### src/rtl/core/csb_pkg.sv
// ----------------------------------------------------------------------------
// csb_pkg
// types, op codes, status codes and the bin function shared by the cigar
// span check and bin block
// ----------------------------------------------------------------------------
package csb_pkg;

  localparam int SumW    = 44;
  localparam int LastW   = 45;
  localparam int MinShift = 14;
  localparam int NumLvls  = 5;

  // cigar op codes
  localparam logic [3:0] OP_MATCH = 4'd0;
  localparam logic [3:0] OP_INS   = 4'd1;
  localparam logic [3:0] OP_DEL   = 4'd2;
  localparam logic [3:0] OP_SKIP  = 4'd3;
  localparam logic [3:0] OP_SOFT  = 4'd4;
  localparam logic [3:0] OP_EQUAL = 4'd7;
  localparam logic [3:0] OP_DIFF  = 4'd8;
  localparam logic [3:0] OP_BACK  = 4'd9;

  // result status codes
  localparam logic [1:0] ST_OK       = 2'd0;
  localparam logic [1:0] ST_BAD_OP   = 2'd1;
  localparam logic [1:0] ST_MISMATCH = 2'd2;

  typedef struct packed {
    logic               req_type;
    logic [31:0]        cigar_word;
    logic signed [31:0] start_pos;
    logic               has_reference;
    logic               unmapped;
    logic [30:0]        read_length;
    logic [15:0]        stored_bin;
    logic [15:0]        op_count;
  } csb_req_t;

  typedef struct packed {
    logic [1:0]      status;
    logic [15:0]     bin;
    logic [SumW-1:0] reference_span;
  } csb_rsp_t;

  // first bin number of each level, finest level first
  function automatic logic [15:0] lvl_base(input int lvl);
    lvl_base = 16'(((1 << (3 * (NumLvls - lvl))) - 1) / 7);
  endfunction

  // standard bin of [beg, last], smallest level that holds both ends
  function automatic logic [15:0] bam_bin(input logic [30:0] beg,
                                          input logic [LastW-1:0] last);
    logic [31:0] acc;
    logic [LastW-1:0] beg_x;
    acc   = '0;
    beg_x = LastW'(beg);
    for (int lvl = NumLvls - 1; lvl >= 0; lvl--) begin
      if ((beg_x >> (MinShift + 3 * lvl)) == (last >> (MinShift + 3 * lvl))) begin
        acc = 32'(lvl_base(lvl)) + 32'(beg >> (MinShift + 3 * lvl));
      end
    end
    bam_bin = acc[15:0];
  endfunction

endpackage

### src/rtl/core/cigar_span_check_and_bin.sv
// ----------------------------------------------------------------------------
// cigar_span_check_and_bin
// a record's last word waits in the input register, its result in the result register
// throughput: one word per cycle, set by the input register to result register pass,
// save that a record end waits in the input register while the result register is full
// reset: synchronous rst clears both stage valids and all record state
// ----------------------------------------------------------------------------
module cigar_span_check_and_bin
  import csb_pkg::*;
(
  input  logic     clk,
  input  logic     rst,
  input  logic     req_valid,
  output logic     req_ready,
  input  csb_req_t req_data,
  output logic     rsp_valid,
  input  logic     rsp_ready,
  output csb_rsp_t rsp_data
);

  logic     held_valid;
  csb_req_t held_word;
  logic     step;
  logic     emit;
  csb_rsp_t result;
  logic     out_free;

  // the held word moves on unless it ends a record and the result slot is busy
  assign step = held_valid && (!emit || out_free);

  // input register, refills in the same cycle it drains
  csb_in_stage u_in (
    .clk        (clk),
    .rst        (rst),
    .req_valid  (req_valid),
    .req_ready  (req_ready),
    .req_data   (req_data),
    .take       (step),
    .held_valid (held_valid),
    .held_word  (held_word)
  );

  // per-record sums, op check and bin at record end
  csb_record u_rec (
    .clk    (clk),
    .rst    (rst),
    .word   (held_word),
    .step   (step),
    .emit   (emit),
    .result (result)
  );

  // result register, loaded only for words that close a record
  csb_out_stage u_out (
    .clk       (clk),
    .rst       (rst),
    .load      (step && emit),
    .load_data (result),
    .free      (out_free),
    .rsp_valid (rsp_valid),
    .rsp_ready (rsp_ready),
    .rsp_data  (rsp_data)
  );

endmodule

### src/rtl/core/csb_in_stage.sv
// ----------------------------------------------------------------------------
// csb_in_stage
// input register: holds one word until the record stage takes it
// ----------------------------------------------------------------------------
module csb_in_stage
  import csb_pkg::*;
(
  input  logic     clk,
  input  logic     rst,
  input  logic     req_valid,
  output logic     req_ready,
  input  csb_req_t req_data,
  input  logic     take,
  output logic     held_valid,
  output csb_req_t held_word
);

  logic     valid;
  csb_req_t word;

  assign req_ready  = !valid || take;
  assign held_valid = valid;
  assign held_word  = word;

  always_ff @(posedge clk) begin
    if (rst) begin
      valid <= 1'b0;
    end else if (req_valid && req_ready) begin
      valid <= 1'b1;
    end else if (take) begin
      valid <= 1'b0;
    end
  end

  always_ff @(posedge clk) begin
    if (req_valid && req_ready) begin
      word <= req_data;
    end
  end

endmodule

### src/rtl/core/csb_record.sv
// ----------------------------------------------------------------------------
// csb_record
// record state, span sums and end-of-record result with bin
// ----------------------------------------------------------------------------
module csb_record
  import csb_pkg::*;
(
  input  logic     clk,
  input  logic     rst,
  input  csb_req_t word,
  input  logic     step,
  output logic     emit,
  output csb_rsp_t result
);

  logic            record_open;
  logic [15:0]     ops_left;
  logic [SumW-1:0] query_sum;
  logic [SumW-1:0] reference_sum;
  logic            bad_op_seen;
  logic [31:0]     held_pos;
  logic [1:0]      held_flags;
  logic [30:0]     held_read_length;
  logic [15:0]     held_bin;

  logic            record_open_next;
  logic [15:0]     ops_left_next;
  logic [SumW-1:0] query_sum_next;
  logic [SumW-1:0] reference_sum_next;
  logic            bad_op_seen_next;

  logic [3:0]      op;
  logic [SumW-1:0] len;
  logic            q_op;
  logic            r_op;
  logic [15:0]     ops_dec;

  // operands of the end-of-record check
  logic [31:0]      f_pos;
  logic             f_has_ref;
  logic             f_unmapped;
  logic [30:0]      f_rl;
  logic [15:0]      f_bin;
  logic [SumW-1:0]  span;
  logic [LastW-1:0] last;

  assign op      = word.cigar_word[3:0];
  assign len     = SumW'(word.cigar_word[31:4]);
  assign q_op    = (op == OP_MATCH) || (op == OP_INS) || (op == OP_SOFT) ||
                   (op == OP_EQUAL) || (op == OP_DIFF);
  assign r_op    = (op == OP_MATCH) || (op == OP_DEL) || (op == OP_SKIP) ||
                   (op == OP_EQUAL) || (op == OP_DIFF);
  assign ops_dec = ops_left - 16'd1;

  always_comb begin
    record_open_next   = record_open;
    ops_left_next      = ops_left;
    query_sum_next     = query_sum;
    reference_sum_next = reference_sum;
    bad_op_seen_next   = bad_op_seen;
    f_pos              = held_pos;
    f_has_ref          = held_flags[0];
    f_unmapped         = held_flags[1];
    f_rl               = held_read_length;
    f_bin              = held_bin;
    emit               = 1'b0;
    if (!word.req_type) begin
      query_sum_next     = '0;
      reference_sum_next = '0;
      bad_op_seen_next   = 1'b0;
      ops_left_next      = word.op_count;
      record_open_next   = 1'b1;
      f_pos              = word.start_pos;
      f_has_ref          = word.has_reference;
      f_unmapped         = word.unmapped;
      f_rl               = word.read_length;
      f_bin              = word.stored_bin;
      emit               = (word.op_count == 16'd0);
    end else if (record_open) begin
      if (op > OP_BACK) begin
        bad_op_seen_next = 1'b1;
      end else begin
        if (q_op) begin
          query_sum_next = query_sum + len;
        end
        if (r_op) begin
          reference_sum_next = reference_sum + len;
        end
      end
      ops_left_next = ops_dec;
      emit          = (ops_dec == 16'd0);
    end
    if (emit) begin
      record_open_next = 1'b0;
      ops_left_next    = '0;
    end
  end

  // end-of-record result
  always_comb begin
    span = (f_unmapped || reference_sum_next == '0) ? SumW'(1) : reference_sum_next;
    last = LastW'(f_pos[30:0]) + LastW'(span) - LastW'(1);
    result = '0;
    if (bad_op_seen_next) begin
      result.status = ST_BAD_OP;
    end else if (!f_unmapped && f_rl != '0 && query_sum_next != SumW'(f_rl)) begin
      result.status = ST_MISMATCH;
    end else begin
      result.status         = ST_OK;
      result.reference_span = span;
      result.bin            = (f_has_ref && !f_pos[31]) ? bam_bin(f_pos[30:0], last) : f_bin;
    end
  end

  always_ff @(posedge clk) begin
    if (rst) begin
      record_open      <= 1'b0;
      ops_left         <= '0;
      query_sum        <= '0;
      reference_sum    <= '0;
      bad_op_seen      <= 1'b0;
      held_pos         <= '0;
      held_flags       <= '0;
      held_read_length <= '0;
      held_bin         <= '0;
    end else if (step) begin
      record_open   <= record_open_next;
      ops_left      <= ops_left_next;
      query_sum     <= query_sum_next;
      reference_sum <= reference_sum_next;
      bad_op_seen   <= bad_op_seen_next;
      if (!word.req_type) begin
        held_pos         <= word.start_pos;
        held_flags       <= {word.unmapped, word.has_reference};
        held_read_length <= word.read_length;
        held_bin         <= word.stored_bin;
      end
    end
  end

endmodule

### src/rtl/core/csb_out_stage.sv
// ----------------------------------------------------------------------------
// csb_out_stage
// result register toward the downstream side
// ----------------------------------------------------------------------------
module csb_out_stage
  import csb_pkg::*;
(
  input  logic     clk,
  input  logic     rst,
  input  logic     load,
  input  csb_rsp_t load_data,
  output logic     free,
  output logic     rsp_valid,
  input  logic     rsp_ready,
  output csb_rsp_t rsp_data
);

  logic     valid;
  csb_rsp_t data;

  assign free      = !valid || rsp_ready;
  assign rsp_valid = valid;
  assign rsp_data  = data;

  always_ff @(posedge clk) begin
    if (rst) begin
      valid <= 1'b0;
    end else if (load) begin
      valid <= 1'b1;
    end else if (rsp_ready) begin
      valid <= 1'b0;
    end
  end

  always_ff @(posedge clk) begin
    if (load) begin
      data <= load_data;
    end
  end

endmodule

### config.mk
export PLATFORM = sky130hd
export DESIGN_NAME = cigar_span_check_and_bin
export DESIGN_NICKNAME = d
export VERILOG_FILES = /design/src/rtl/core/csb_pkg.sv /design/src/rtl/core/cigar_span_check_and_bin.sv /design/src/rtl/core/csb_in_stage.sv /design/src/rtl/core/csb_record.sv /design/src/rtl/core/csb_out_stage.sv
export SDC_FILE = /design/constraint.sdc
export NUM_CORES = 1
export LEC_CHECK = 0
export BUFFER_PORTS_ARGS = -buffer_cell sky130_fd_sc_hd__buf_2
export CORE_UTILIZATION = 26
export CTS_BUF_LIST = sky130_fd_sc_hd__clkbuf_16
export DETAILED_ROUTE_END_ITERATION = 16
export PLACE_DENSITY = 0.52
export SLEW_MARGIN = 20
export SYNTH_ARGS = -nofsm -noshare
export SYNTH_HDL_FRONTEND = slang
export SYNTH_HIERARCHICAL = 1
export SYNTH_SLANG_ARGS = --single-unit
### constraint.sdc
create_clock -name clk -period 11.05 [get_ports clk]
set_clock_uncertainty 0.05 [all_clocks]
set_input_delay 2.21 -clock clk [delete_from_list [all_inputs] [get_ports clk]]
set_output_delay 2.21 -clock clk [all_outputs]
set_load 0.02 [all_outputs]
==> metrics.md <==
| Metric | Value |
|---|---|
| Status | finished clean |
| Final period util | 0.9490 |
| Number of gates resized after cts | 0 |
| Antenna violations before repair | 8 |
| Ratio of cells with drive above 1 in the final layout | 0.1138 |
| Fin Setup TNS | 0 ps |
| Post-route minimum period | between 10000 and 15000 ps |
| Remaining DRCs | 0 |
| FILL cells | 10420 |
| RSZ-0062 raised after global routing | false |
| Largest family of logic cells by synthesized area | simple AND/OR/NAND/NOR gates |
| Met2 GRT Util | 0.2748 |
| Vias | 23680 |
| Clk root buf | clkbuf_16 |
| GP Congestion | 0.9385 |
| Die ar. | 100100 um^2 |
| Met3 GRT Util | 0.03028 |
| Vias in the first global route | 22100 |
| GRT met1 Usage | 0.2691 |
| Core footprint | 97280 um^2 |
| # IOs | 198 |
| Fmax | 95.36 MHz |
| Largest net degree at the start of global routing | between 100 and 150 |
| Port bufs | 197 |
| Sequential element share of the synthesized area | 0.3716 |
| CTS max path bufs | 3 |
| Worst setup path class | reg2reg |
| Slew HR | 0.2626 |
| Worst skew pair latency | 630 ps |
| Nets | approximately 3500 |
| CP endpoint kind | flop |
| Multi-input combinational cell area | 15030 um^2 |
| Slowest CP cell | a22oi_1 |
| Clock-pin slew on the worst setup and hold paths | roughly 60 ps |
| Critical Path Max Stage Delay | 870 ps |
| Fin cells | 4538 |
| Yosys top cell area share | 0.2243 |
| Max Cap Viol | 0 |
| Post-synthesis xor/xnor area fraction | 0.05487 |
| Initial DRC count | approximately 2200 |
| GRT overflow | 0 |
| Crit path max fanout | 18 |
| Antenna viol nets, final | 0 |
| Mean area per synthesized cell | between 8 and 9 um^2 |
| Area growth from synthesis to layout | 15.15% |
| WP data required | 11440 ps |
| Post-synthesis compound-gate area fraction | 0.1963 |
| Synth Area in Adders | 0.06962 |
| Top FF cell, synth | edfxtp_1 |
| Critical path arrival | roughly 11000 ps |
| Post-Synth Simple-Gate Area | 0.2169 |
| TritonCTS Buffers | 47 |
| Most common cell in the synthesized netlist | nand2_1 |
| HPWL Detailed | between 70000 and 80000 um |
| Post-CTS Setup Inserts | 0 |
| GR peak layer | met2 |
| DIE WIDTH | 316.4 um |
| EDFF count, synth | 192 |
| Global-route wire length before repair | 141200 um |
| Fin. Hold Viols | 0 |
| Pins over their slew limit | 0 |
| Register Area | 9549 um^2 |
| Routed Wire Length | approximately 94000 um |
| Routed length per instance | 20.76 um |
| Synth Instances | 3095 |
| Dominant cells by area after synthesis | edfxtp_1, dfxtp_1, ha_1 |
| First-pass iteration count of the detailed router | 5 |
| CTS tree | done |
| Maximum VDD drop | 0.1090 mV |
| CP top delay family | compound AO/OA/AOI/OAI gates |
| Syn. warnings | 6 |
| Final setup fails | 0 |
| Die span in y | 316.4 um |
| Sinks on Clock Net | 381 |
| Via-to-Cell Ratio | 5.218 |
| Mux cell area share after synthesis | 0.04494 |
| Num rows | 114 |
| Placed cell count | between 4000 and 5000 |
| Most instantiated cells after synthesis | nand2_1, a21oi_1, nor2_1, edfxtp_1, dfxtp_1 |
| Depth of the CTS H-tree | 2 |
| Cell area power density | 136.8 nW/um^2 |
| Area leader, netlist | edfxtp_1 |
| Hold Path Class | reg2reg |
| Synthesized Nets | 3370 |
| Seq cells post-synth | 381 |
| Async S/R FF share, synth | 0 |
| Unique masters post-synth | 93 |
| Leakage power | 0.01171 uW |
| Actual slew at the worst max-slew pin | 1106 ps |
| Initial Utilization | 0.2642 |
| WP buf/inv | 3 |
| CP Launch Type | flop |
| Netlist Area Pre-Place | approximately 26000 um^2 |
| All-Layer GR Usage | 0.1834 |
| Hold buffers post-CTS | 0 |
-- path summary, 6_finish.rpt --
kind                                             start            endpoint  slack, ps  cells after the start
worst max-delay path            u_rec/reference_sum[0]  u_out/rsp_data[52]        560                     33
worst min-delay path                 u_rec/held_pos[4]   u_rec/held_pos[4]        400                      2
worst max register to register  u_rec/reference_sum[0]  u_out/rsp_data[52]        560                     33
worst min register to register       u_rec/held_pos[4]   u_rec/held_pos[4]        400                      2
-- kinds of logic (layout without fill, tap and decap cells) --
family,Yosys count,in the layout
and+or+nand+nor,1191,1191
other,0,2
DFF,381,381
adders and majority gates,142,142
buffers and inverters,307,472
xor gates and xnor gates,161,161
AOI/OAI and AO/OA,800,800
muxes,113,113
-- per-layer routing --
layer / vias up / share of wire
met1: 11290 / 0.48
met5: - / 0.00049
met3: 124 / 0.067
li1: 11480 / -
met4: 8 / 0.025
met2: 779 / 0.42
-- power breakdown --
group,switching (uW),internal [uW]
Clock,657,907
Combinational,589,311
Sequential,46.6,1540
Total,1290,2760
-- final cells by class --
| type | instances | share of cell area |
|---|---|---|
| repair buffers | 244 | 0.04587 |
| well taps | 1276 | 0.05395 |
| diodes | 2 | 0.0001691 |
| clock buffers | 48 | 0.04059 |
| flip-flops and latches | 381 | 0.3227 |
| multi-input cells | 2407 | 0.5077 |
| inverters | 140 | 0.01776 |
| clock inverters | 40 | 0.01125 |
-- cells in the final DEF (no fill, tap or decap), types with 29 or more instances in the layout --
cell type / n
a211oi_1: 29
a21o_1: 65
a21oi_1: 303
a22oi_1: 33
and3_1: 35
buf_2: 196
buf_4: 46
clkbuf_16: 48
dfxtp_1: 189
edfxtp_1: 192
ha_1: 139
inv_1: 150
mux2i_1: 93
nand2_1: 444
nand3_1: 71
nand4_1: 44
nor2_1: 297
nor3_1: 84
nor4_1: 39
o21ai_0: 115
o21ai_1: 29
xnor2_1: 117
xor2_1: 44
-- state kept, by name, summed over array words and instances, names as in the netlist --
register	cells
u_rec/held_pos	32
u_rec/bad_op_seen	1
u_in/held_word	130
u_out/rsp_data	62
u_rec/ops_left	16
u_rec/held_bin	16
u_rec/reference_sum	44
u_rec/held_read_length	31
u_out/rsp_valid	1
u_rec/record_open	1
u_rec/query_sum	44
u_in/held_valid	1
u_rec/held_flags	2
-- stage by stage --
stage                 util  setup WS, ps  power, uW  area (um^2)  hold slack (ps)
floorplan                -          2602       2212        25700            381.1
global placement    0.2883         851.2       2502        28040            388.6
detailed placement  0.2883         788.3       2499        28040            393.9
CTS                 0.3040         706.1       4089        29580            401.8
global route        0.3042         183.5       4237        29590            422.1
finish              0.3042         563.3       4049        29590            402.3
-- worst min-delay path, delay by kind of cell (launching register included) --
kind	cells	cell delay, ps
AND/OR/NAND/NOR	1	50
flip-flops	1	310
AO/OA/AOI/OAI	1	50
Power figures use the tool's default switching activity.
